## config.mk

```make
export PLATFORM = sky130hd
export DESIGN_NAME = bfh_mod
export DESIGN_NICKNAME = d
export VERILOG_FILES = /design/src/rtl/bfh_pkg.sv /design/src/rtl/bfh_mod.sv
export SDC_FILE = /design/constraint.sdc
export NUM_CORES = 1
export LEC_CHECK = 0
export ABC_CLOCK_PERIOD_IN_PS = 2700
export BUFFER_PORTS_ARGS = -buffer_cell sky130_fd_sc_hd__buf_2
export CAP_MARGIN = 20
export CELL_PAD_IN_SITES_DETAIL_PLACEMENT = 1
export CELL_PAD_IN_SITES_GLOBAL_PLACEMENT = 2
export CORE_ASPECT_RATIO = 1.75
export CORE_MARGIN = 2
export CORE_UTILIZATION = 36
export DETAILED_ROUTE_END_ITERATION = 16
export PLACE_DENSITY_LB_ADDON = 0.1
export SLEW_MARGIN = 20
export SYNTH_ARGS = -nofsm -noshare
export SYNTH_HDL_FRONTEND = slang
export SYNTH_SLANG_ARGS = --single-unit
```

## constraint.sdc

```tcl
create_clock -name i_clk -period 2.7 [get_ports i_clk]
set_input_delay 0.405 -clock i_clk [delete_from_list [all_inputs] [get_ports i_clk]]
set_output_delay 0.405 -clock i_clk [all_outputs]
set_load 0.01 [all_outputs]
```

## src/rtl/bfh_pkg.sv

```systemverilog
package bfh_pkg;

    // field and register widths
    localparam int HASH_W = 32;
    localparam int TB_W   = 11;
    localparam int SH_W   = 5;
    localparam int CHAR_W = 8;
    localparam int CFG_IDX_W  = 2;
    localparam int CFG_DATA_W = 32;

    // slot = 8 * byte index + bit, so the byte index comes from hash >> 3
    localparam int BIT_SEL_W = 3;
    localparam int DVD_W     = HASH_W - BIT_SEL_W;
    localparam int STEP_CNT_W = $clog2(DVD_W + 1);

    // register indexes of the configuration port
    localparam logic [CFG_IDX_W-1:0] CFG_TABLE_BYTES = 2'd0;
    localparam logic [CFG_IDX_W-1:0] CFG_ROTATE      = 2'd1;
    localparam logic [CFG_IDX_W-1:0] CFG_XOR_SHIFT   = 2'd2;
    localparam logic [CFG_IDX_W-1:0] CFG_MUL_FACTOR  = 2'd3;

    // key operations
    localparam logic FUNC_INSERT = 1'b0;
    localparam logic FUNC_FIND   = 1'b1;

    // request to the remainder unit
    typedef struct packed {
        logic              start;
        logic [DVD_W-1:0]  dividend;
        logic [TB_W-1:0]   divisor;
    } t_mod_req;

    // status of the remainder unit
    typedef struct packed {
        logic              busy;
        logic              done;
        logic [TB_W-1:0]   rem;
    } t_mod_sts;

endpackage

```

## src/rtl/bfh_mod.sv

```systemverilog
module bfh_mod (
    input  logic              i_clk,
    input  logic              i_rst_n,
    input  bfh_pkg::t_mod_req i_req,
    output bfh_pkg::t_mod_sts o_sts
);
    import bfh_pkg::*;

    logic [STEP_CNT_W-1:0] r_cnt;
    logic [DVD_W-1:0]      r_dvd;
    logic [TB_W-1:0]       r_rem;
    logic [TB_W-1:0]       r_dvs;
    logic                  r_done;

    logic [TB_W:0]         trial;
    logic [TB_W:0]         diff;
    logic [TB_W-1:0]       n_rem;

    // one restoring step: bring down the next dividend bit, subtract if it fits
    always_comb begin
        trial = {r_rem, r_dvd[DVD_W-1]};
        diff  = trial - {1'b0, r_dvs};
        if (trial >= {1'b0, r_dvs}) begin
            n_rem = diff[TB_W-1:0];
        end else begin
            n_rem = trial[TB_W-1:0];
        end
    end

    // step counter and done pulse
    always_ff @(posedge i_clk) begin
        if (!i_rst_n) begin
            r_cnt  <= '0;
            r_done <= 1'b0;
        end else if (i_req.start) begin
            r_cnt  <= STEP_CNT_W'(DVD_W);
            r_done <= 1'b0;
        end else if (r_cnt != '0) begin
            r_cnt  <= r_cnt - 1'b1;
            r_done <= (r_cnt == STEP_CNT_W'(1));
        end else begin
            r_done <= 1'b0;
        end
    end

    // datapath
    always_ff @(posedge i_clk) begin
        if (i_req.start) begin
            r_dvd <= i_req.dividend;
            r_dvs <= i_req.divisor;
            r_rem <= '0;
        end else if (r_cnt != '0) begin
            r_dvd <= {r_dvd[DVD_W-2:0], 1'b0};
            r_rem <= n_rem;
        end
    end

    assign o_sts.busy = (r_cnt != '0);
    assign o_sts.done = r_done;
    assign o_sts.rem  = r_rem;

    // done only once the steps have run out
    a_done_idle: assert property (@(posedge i_clk) disable iff (!i_rst_n)
        r_done |-> (r_cnt == '0))
        else $error("remainder done while still stepping");

    // a finished remainder is below the divisor
    a_rem_range: assert property (@(posedge i_clk) disable iff (!i_rst_n)
        (r_done && r_dvs != '0) |-> (r_rem < r_dvs))
        else $error("remainder not below divisor");

    // the step count never exceeds the dividend width
    a_cnt_range: assert property (@(posedge i_clk) disable iff (!i_rst_n)
        r_cnt <= STEP_CNT_W'(DVD_W))
        else $error("remainder step count out of range");

endmodule

```

== Word-level counts from Yosys, hierarchy flattened ==
Cells that the tools add are included.

* Register bits after elaboration: 57
* Bits in latches: 0
* Bits in writable memories: 0
* ROM bits: 0
* Bits of input ports: 43
* Output and inout port bits: 13
* Word-level logic and storage cells: 21
* Memories kept: 0

* Add/sub/neg operators: 2
* $mul: 0
* Div/mod/pow operators: 0
* Order comparisons: 1
* Equal/unequal tests: 1
* Shifts and indexed selects: 0
* Multiplexer cells: 5
* Bitwise gates (word level): 2
* Reduce and logical (&&, ||, !) cells: 4

{| class="wikitable"
|+ Operators by type and width
! cell !! count
|-
| 2-to-1 mux 29 bit || 2
|-
| greater-or-equal comparator 12 x 11 -> 1 bit || 1
|-
| 2-to-1 mux 11 bit || 1
|-
| subtractor 11 bit || 1
|-
| 2-to-1 mux 5 bit || 2
|-
| == test 5 x 1 -> 1 bit (second input constant) || 1
|-
| nonzero test 5 bit || 1
|-
| subtractor 5 x 1 -> 5 bit (second input constant) || 1
|-
| OR reduction 3 bit || 1
|-
| NOT 1 bit || 2
|-
| nonzero test 2 bit || 1
|-
| OR reduction 2 bit || 1
|}

== Depth between registers and ports, before layout ==
Gate-level depths: netlist (run 1).

* Depth in word-level cells: 3
* Depth in mapped cells: 11
* Mapped depth without buffers: 9

== Worst setup path before layout (run 1) ==
Ideal clock, no wire load.

* Kind: flip-flop to flip-flop
* Start point: register r_dvd[28]
* End point: register r_rem[4]
* Arrival time: 2134 ps
* Data required time: 2612 ps
* Setup slack: 477 ps
* Cell stages (with the launch flop): 11
* Buffers on the path: 1
* Period minus slack after synthesis: 2223 ps
* Cells stage by stage: edfxtp_1 > inv_1 > ha_1 > fa_1 > nor2b_4 > o31a_4 > o21ai_2 > o21a_1 > buf_6 > a211o_1 > a311oi_2

* Word-level cells in the longest chain between the ends: 2
* Elaborated cells between the ends (all ways): 3
* Those cells by class: add/sub: 1; order compare: 1; mux: 1

{| class="wikitable"
|+ Ends and longest elaborated chain
! element !! RTL line !! source
|-
| start: declaration || bfh_mod.sv:10 || <nowiki>logic [DVD_W-1:0] r_dvd;</nowiki>
|-
| start signal: assignment || bfh_mod.sv:49 || <nowiki>r_dvd <= i_req.dividend;</nowiki>
|-
| start signal: assignment || bfh_mod.sv:53 || <nowiki>r_dvd <= {r_dvd[DVD_W-2:0], 1'b0};</nowiki>
|-
| subtractor 11 bit / greater-or-equal comparator 12 x 11 -> 1 bit (equally long branches) || bfh_mod.sv:22, bfh_mod.sv:23 ||
|-
| 2-to-1 mux 11 bit * || bfh_mod.sv:23 || <nowiki>if (trial >= {1'b0, r_dvs}) begin</nowiki>
|-
| end signal: assignment || bfh_mod.sv:54 || <nowiki>r_rem <= n_rem;</nowiki>
|-
| end: declaration || bfh_mod.sv:11 || <nowiki>logic [TB_W-1:0] r_rem;</nowiki>
|}

Mark *: on every way between the ends. The rest lies on a longest branch, timed or not.
A chain may end at the register's enable or synchronous reset.

== Final worst setup path (run 1) ==
* Start point: register r_dvs[0]
* End point: register r_rem[3]

* Word-level cells in the longest chain between the ends: 2
* Elaborated cells between the ends (all ways): 3
* Those cells by class: add/sub: 1; order compare: 1; mux: 1

{| class="wikitable"
|+ Ends and longest elaborated chain
! element !! RTL line !! source
|-
| start: declaration || bfh_mod.sv:12 || <nowiki>logic [TB_W-1:0] r_dvs;</nowiki>
|-
| start signal: assignment || bfh_mod.sv:50 || <nowiki>r_dvs <= i_req.divisor;</nowiki>
|-
| subtractor 11 bit / greater-or-equal comparator 12 x 11 -> 1 bit (equally long branches) || bfh_mod.sv:22, bfh_mod.sv:23 ||
|-
| 2-to-1 mux 11 bit * || bfh_mod.sv:23 ||
|}

Marks and branches as above.

==> impl_metrics.json, run 1 <==
{
  "worstPathCellList": "ha_1 > fa_1 > nor2b_4 > o31a_4 > o21ai_2 > o21a_1 > buf_4 > a211o_1 > a311oi_2",
  "route.detailed.wl_per_inst_um": 15.9,
  "critPathLaunchType": "flip-flop",
  "power_leakage_nw": 1.55,
  "initial_core_utilization_pct": 37.1,
  "synth_area_leaders": "sky130_fd_sc_hd__edfxtp_1 41%, sky130_fd_sc_hd__dfxtp_1 12%, sky130_fd_sc_hd__mux2_2 11%, sky130_fd_sc_hd__ha_1 5.5%, sky130_fd_sc_hd__nor2_1 2.7%",
  "io-pin-count": 56,
  "drt-total-wl_um": 6420,
  "coreArea_um2": 7910,
  "dieHeight_um": 123,
  "firstDrtPassIters": 2,
  "groute.usage.overall_pct": 16.1,
  "post-synth-top-area-cell": "sky130_fd_sc_hd__edfxtp_1",
  "worstPathRequired_ns": 2.94,
  "post_place_worst_slack_ns": 0.260,
  "synth.distinct_cells": 46,
  "first_pass_grt_wire_length_um": 10700,
  "commonest_non_fill_non_tap_cell_in_the_layout": "sky130_fd_sc_hd__buf_2",
  "achievable_frequency_ghz": 0.412,
  "final_min_period_over_clock_period_pct": 89.9,
  "layout.cells.most_common_list": "55 x sky130_fd_sc_hd__buf_2, 40 x sky130_fd_sc_hd__edfxtp_1, 28 x sky130_fd_sc_hd__mux2_2, 21 x sky130_fd_sc_hd__nor2_1",
  "cts_buffers": 9,
  "clkSlewWorstSetupHoldPaths_ns": 0.06,
  "critical_path.max_fanout": 9,
  "vdd_ir_max_uv": 428,
  "areaGrowthSynthToFinish_pct": 22.4,
  "crit_path_max_incr_delay_ns": 0.44,
  "synth-seq-cells": 57,
  "reg2reg_from": "r_dvs[0]",
  "io_buffers": 55,
  "cp-end-kind": "flip-flop",
  "setup-tns-final_ns": 0,
  "synth.yosys.seq_area_share_pct": 52.6,
  "post_cts.repair.setup_buffers": 0,
  "finish.instance_area_um2": 3590,
  "cts_tree": "done",
  "postSynthCellCount": 245,
  "clockBufferDepth": 2,
  "fillCellCount": 842,
  "crit_start": "r_dvs[0]",
  "globalplace.congestion": 0.758,
  "finalSetupViolations": 0,
  "min-delay-path-class": "input port to flip-flop",
  "synth_top_area_share_pct": 41.0,
  "final_nets": 366,
  "post_route_cells_drive_above_1_share_pct": 37.3,
  "rsz0062_at_grt": "no",
  "crit_type": "flip-flop to flip-flop",
  "grt_remaining_overflow": 0,
  "finalMaxSlewViolations": 0,
  "sum_of_internal_switching_and_leakage_power_mw": 3.52,
  "timing.critical_path.slowest_stage_cell": "sky130_fd_sc_hd__fa_1",
  "half_perimeter_wire_length_of_the_detailed_placement_result_um": 4960,
  "hold_start": "i_req[7]",
  "fin_worst_skew_ns": 0.00752,
  "synth_top_flop_cell": "sky130_fd_sc_hd__edfxtp_1",
  "htreeDepth": 3,
  "placed_area_um2": 3330,
  "drt-initial-drc-count": 85,
  "timing.slew.headroom_pct": 64.3,
  "power_per_cell_area_nw_per_um2": 981,
  "clk_latency_ns": 0.33,
  "post_synth.cell_area_avg_um2": 12.0,
  "mappedNetlistArea_um2": 2930,
  "fin_crit_ns": 2.43,
  "postCtsHoldBufs": 0,
  "drc": 0,
  "insertedDiodeCount": 0,
  "tightestPinTransition_ns": 0.535,
  "detailed_route_via_count": 2068,
  "avgViaCountPerCell": 5.12,
  "edff_count_synth": 40,
  "grt_pass1_vias": 2204,
  "fp.dieArea_um2": 8910,
  "clock-sinks": 57,
  "finalWorstSetupSlack_ns": 0.274,
  "synthesis.nets": 302,
  "arrival_time_at_the_worst_endpoint_ns": 2.67,
  "maxCapViolations": 0,
  "chipWidth_um": 72.2,
  "finalHoldViolCount": 0,
  "run_status": "finished clean",
  "yosysWarnings": 0,
  "grt_max_degree": 30,
  "synth_async_sr_flop_share_pct": 0,
  "post_route_antenna_net_violation_count": 0,
  "post_cts_resized": 0,
  "root_cell_of_the_clock_tree": "sky130_fd_sc_hd__clkbuf_16",
  "fp-row-count": 43,
  "antenna_found_initial": 0
}
-- path summary, 6_finish.rpt --
check / endpoint / slack [ns] / cells past startpoint
worst min register to register: r_cnt[1] / 0.51 / 2
worst max-delay path: r_rem[3] / 0.27 / 9
worst min-delay path: r_dvs[7] / 0.25 / 1
worst max register to register: r_rem[3] / 0.27 / 9
-- stage by stage --
stage,instances,hold WS [ns],util (%)
3_5_place_dp,388,0.509,42.1
6_report,404,0.248,45.4
2_1_floorplan,245,0.479,-
5_1_grt,404,0.247,45.4
3_3_place_gp,388,0.496,42.1
4_1_cts,404,0.242,45.4
-- cell families after synthesis --
| family | share of synthesized area, % |
|---|---|
| mux | 12.8 |
| fa+ha+maj | 6.23 |
| buf+inv | 4.39 |
| compound gates | 12.0 |
| flops | 52.6 |
| simple gates | 10.2 |
| xor+xnor | 1.79 |
-- area by class of cell --
cell class | instances | area [µm²] | area share [%]
clock buffers | 10 | 229 | 6.38
clock inverters | 6 | 35.0 | 0.976
inverters | 18 | 67.6 | 1.88
multi-input cells | 159 | 1260 | 35.2
flip-flops and latches | 57 | 1540 | 42.9
well taps | 90 | 113 | 3.14
repair buffers | 64 | 343 | 9.55
-- power breakdown --
group	internal, mW	switching, mW
sequential	1.11	0.101
combinational	0.609	0.698
clock	0.612	0.389
-- cells in the mapped netlist (2+ instances only) --
cell	n
sky130_fd_sc_hd__nor3b_1	2
sky130_fd_sc_hd__clkbuf_1	5
sky130_fd_sc_hd__a211o_1	4
sky130_fd_sc_hd__a311oi_2	2
sky130_fd_sc_hd__nor2b_1	3
sky130_fd_sc_hd__a211oi_2	2
sky130_fd_sc_hd__o21ai_0	6
sky130_fd_sc_hd__a21oi_1	13
sky130_fd_sc_hd__o31a_1	2
sky130_fd_sc_hd__ha_1	13
sky130_fd_sc_hd__nand2_1	8
sky130_fd_sc_hd__inv_1	17
sky130_fd_sc_hd__and2_1	3
sky130_fd_sc_hd__edfxtp_1	40
sky130_fd_sc_hd__buf_6	2
sky130_fd_sc_hd__nand2b_1	3
sky130_fd_sc_hd__buf_1	2
sky130_fd_sc_hd__nor4_1	5
sky130_fd_sc_hd__dfxtp_1	17
sky130_fd_sc_hd__xnor2_1	6
sky130_fd_sc_hd__mux2_2	28
sky130_fd_sc_hd__o21a_1	6
sky130_fd_sc_hd__nor2_1	21
sky130_fd_sc_hd__nand3_1	2
sky130_fd_sc_hd__nor3_1	5
sky130_fd_sc_hd__mux2i_1	6
sky130_fd_sc_hd__a211oi_1	3
-- worst max-delay path, delay by kind of cell (launching register included) --
kind,cells,cell delay (ns)
flops,1,0.37
simple gates,1,0.14
fa+ha+maj,2,0.66
buf+inv,1,0.19
compound gates,5,0.96
-- metal layers --
layer / part of all wire, % / track usage, % / vias up / wire (µm)
li1: - / - / 1024 / -
met1: 37 / 17.0 / 988 / 2370
met2: 57 / 29.2 / 44 / 3660
met3: 3.8 / 3.10 / 12 / 245
met4: 2.3 / 9.20 / 0 / 148
met5: 0 / 0 / - / 0
-- flip-flops by register name (all words and copies together), names as in the netlist --
register	count
r_cnt	5
r_dvs	11
r_rem	11
r_dvd	29
r_done	1
(Power assumes the default switching activity.)
==> run 2, diff against run 1 <==
Settings changed: ABC_CLOCK_PERIOD_IN_PS 2700 to 2900, BUFFER_PORTS_ARGS -buffer_cell sky130_fd_sc_hd__buf_2 to not set, CORE_UTILIZATION 36 to 45, DONT_BUFFER_PORTS set to 1.
Clock period 2.7 ns to 2.9 ns, I/O delays scaled along.
==> impl_metrics.json, run 2 (synthesis gave the netlist of run 1 again) <==
{
  "grt_max_degree": 61,
  "vdd_ir_max_uv": 414,
  "antenna_found_initial": 0,
  "run_status": "finished clean",
  "post_route_cells_drive_above_1_share_pct": 22.1,
  "rrSetupSlack_ns": 0.41,
  "clk_latency_ns": 0.34,
  "post_cts_resized": 0,
  "finalMaxSlewViolations": 0,
  "final_min_period_over_clock_period_pct": 85.8,
  "drt-met1-wl_um": 2120,
  "critPathLaunchType": "flip-flop",
  "clock-sinks": 57,
  "cts_buffers": 9,
  "drt-total-wl_um": 6170,
  "globalplace.congestion": 0.751,
  "insertedDiodeCount": 0,
  "io_buffers": 0,
  "first_pass_grt_wire_length_um": 10100,
  "hold-path-endpoint": "r_dvs[7]",
  "finalHoldViolCount": 0,
  "io-pin-count": 56,
  "firstDrtPassIters": 4,
  "sum_of_internal_switching_and_leakage_power_mw": 3.01,
  "largest_register": "r_dvd",
  "worst_hold_slack_ns": 0.187,
  "setup-tns-final_ns": 0,
  "final_nets": 305,
  "areaGrowthSynthToFinish_pct": 9.43,
  "fin_worst_skew_ns": 0.00937,
  "post_route_antenna_net_violation_count": 0,
  "detailed_route_via_count": 1881,
  "arrival_time_at_the_worst_endpoint_ns": 2.75,
  "htreeDepth": 3,
  "instances_no_fill": 333,
  "layout.cells.most_common_list": "40 x sky130_fd_sc_hd__edfxtp_1, 28 x sky130_fd_sc_hd__mux2_2, 21 x sky130_fd_sc_hd__nor2_1, 17 x sky130_fd_sc_hd__inv_1, 17 x sky130_fd_sc_hd__dfxtp_1",
  "cp-end-kind": "flip-flop",
  "fin_crit_ns": 2.49,
  "area.sequential_um2": 1540,
  "fillCellCount": 682,
  "route.met3.wl_um": 323,
  "chipWidth_um": 65.0,
  "initial_core_utilization_pct": 46.7,
  "min-delay-path-class": "input port to flip-flop",
  "multi_input_area_um2": 1260,
  "crit_type": "flip-flop to flip-flop",
  "rsz0062_at_grt": "no",
  "finalWorstSetupSlack_ns": 0.410,
  "route.detailed.wl_per_inst_um": 18.5,
  "worstPathRequired_ns": 3.16,
  "fp.dieArea_um2": 7200,
  "fp-row-count": 38,
  "r2r-end": "r_rem[4]",
  "power_per_cell_area_nw_per_um2": 938,
  "hold_start": "i_req[7]",
  "dr.max_layer_used": "met4",
  "cts_tree": "done",
  "clockBufferDepth": 2,
  "root_cell_of_the_clock_tree": "sky130_fd_sc_hd__clkbuf_8",
  "dr_wl_met2_um": 3480,
  "post_place_worst_slack_ns": 0.196,
  "timing.slew.headroom_pct": 72.0,
  "place_inst": 317,
  "clkSlewWorstSetupHoldPaths_ns": 0.07,
  "achievable_frequency_ghz": 0.402,
  "drt-initial-drc-count": 51,
  "grt_remaining_overflow": 0,
  "postLayoutCoreUtil_pct": 51.1,
  "avgViaCountPerCell": 5.65,
  "placed_area_um2": 2990,
  "maxCapViolations": 0,
  "commonest_non_fill_non_tap_cell_in_the_layout": "sky130_fd_sc_hd__edfxtp_1",
  "worst-r2r-cell-count": 8,
  "finish.instance_area_um2": 3210,
  "drc": 0,
  "reg2reg_from": "r_dvs[0]",
  "postCtsHoldBufs": 0,
  "dieHeight_um": 111,
  "reg.largest.list": "r_dvd: 29 flops, r_dvs: 11 flops, r_rem: 11 flops",
  "finalSetupViolations": 0,
  "tightestPinTransition_ns": 0.420,
  "timing.hold.worst_path_depth": 0,
  "grt_pass1_vias": 2073,
  "post_cts.repair.setup_buffers": 0,
  "groute.usage.overall_pct": 19.1,
  "half_perimeter_wire_length_of_the_detailed_placement_result_um": 4660,
  "flip_flop_count_of_the_largest_register_all_copies_and_words_added": 29,
  "power_leakage_nw": 1.28,
  "coreArea_um2": 6280,
  "critical_path.max_fanout": 17
}
[run 2: cell count changes in the layout (fill, tap and decap cells not counted), moves of 6 or more]
cell / change
sky130_fd_sc_hd__buf_2: -55
sky130_fd_sc_hd__buf_4: -6
sky130_fd_sc_hd__clkbuf_8: +10
sky130_fd_sc_hd__clkbuf_16: -9
[run 2: report_power, final]
group	internal [mW]	total, mW	leakage, nW	switching (mW)
Sequential	1.03	1.19	0.554	0.152
Combinational	0.460	1.02	0.614	0.559
Clock	0.506	0.806	0.108	0.299
Total	2.00	3.01	1.28	1.01
[run 2: worst max-delay path by stage]
| stage | start | endpoint | slack [ns] | depth (start not counted) |
|---|---|---|---|---|
| finish | r_dvs[0] | r_rem[4] | 0.41 | 8 |
| global route | r_dvd[28] | r_rem[7] | 0.27 | 9 |
| CTS | r_dvd[28] | r_rem[7] | 0.19 | 9 |
| detailed placement | r_dvd[28] | r_rem[7] | 0.20 | 9 |
| global placement | r_rem[0] | r_rem[4] | 0.38 | 8 |
| floorplan | r_dvd[28] | r_rem[4] | 0.68 | 10 |
[run 2: cell type report]
cell class	instances	share of cell area, %
clock buffers	13	4.64
clock inverters	3	2.03
flip-flops and latches	57	48.0
inverters	18	2.11
multi-input cells	159	39.4
well taps	80	3.12
repair buffers	3	0.702
[run 2: metal layers]
layer	vias up	global-route usage (%)
met5	-	0
met4	0	11.0
li1	907	-
met1	909	18.1
met3	18	7.01
met2	47	34.0
[run 2: worst max-delay path, cell delays in order, from the launching register on]
cell                       delay [ns]
sky130_fd_sc_hd__edfxtp_1        0.39
sky130_fd_sc_hd__ha_1            0.23
sky130_fd_sc_hd__fa_1            0.46
sky130_fd_sc_hd__nor2b_4         0.15
sky130_fd_sc_hd__o31a_4          0.14
sky130_fd_sc_hd__o21ai_2         0.09
sky130_fd_sc_hd__o21a_2          0.37
sky130_fd_sc_hd__a211o_1         0.33
sky130_fd_sc_hd__a311oi_2        0.25
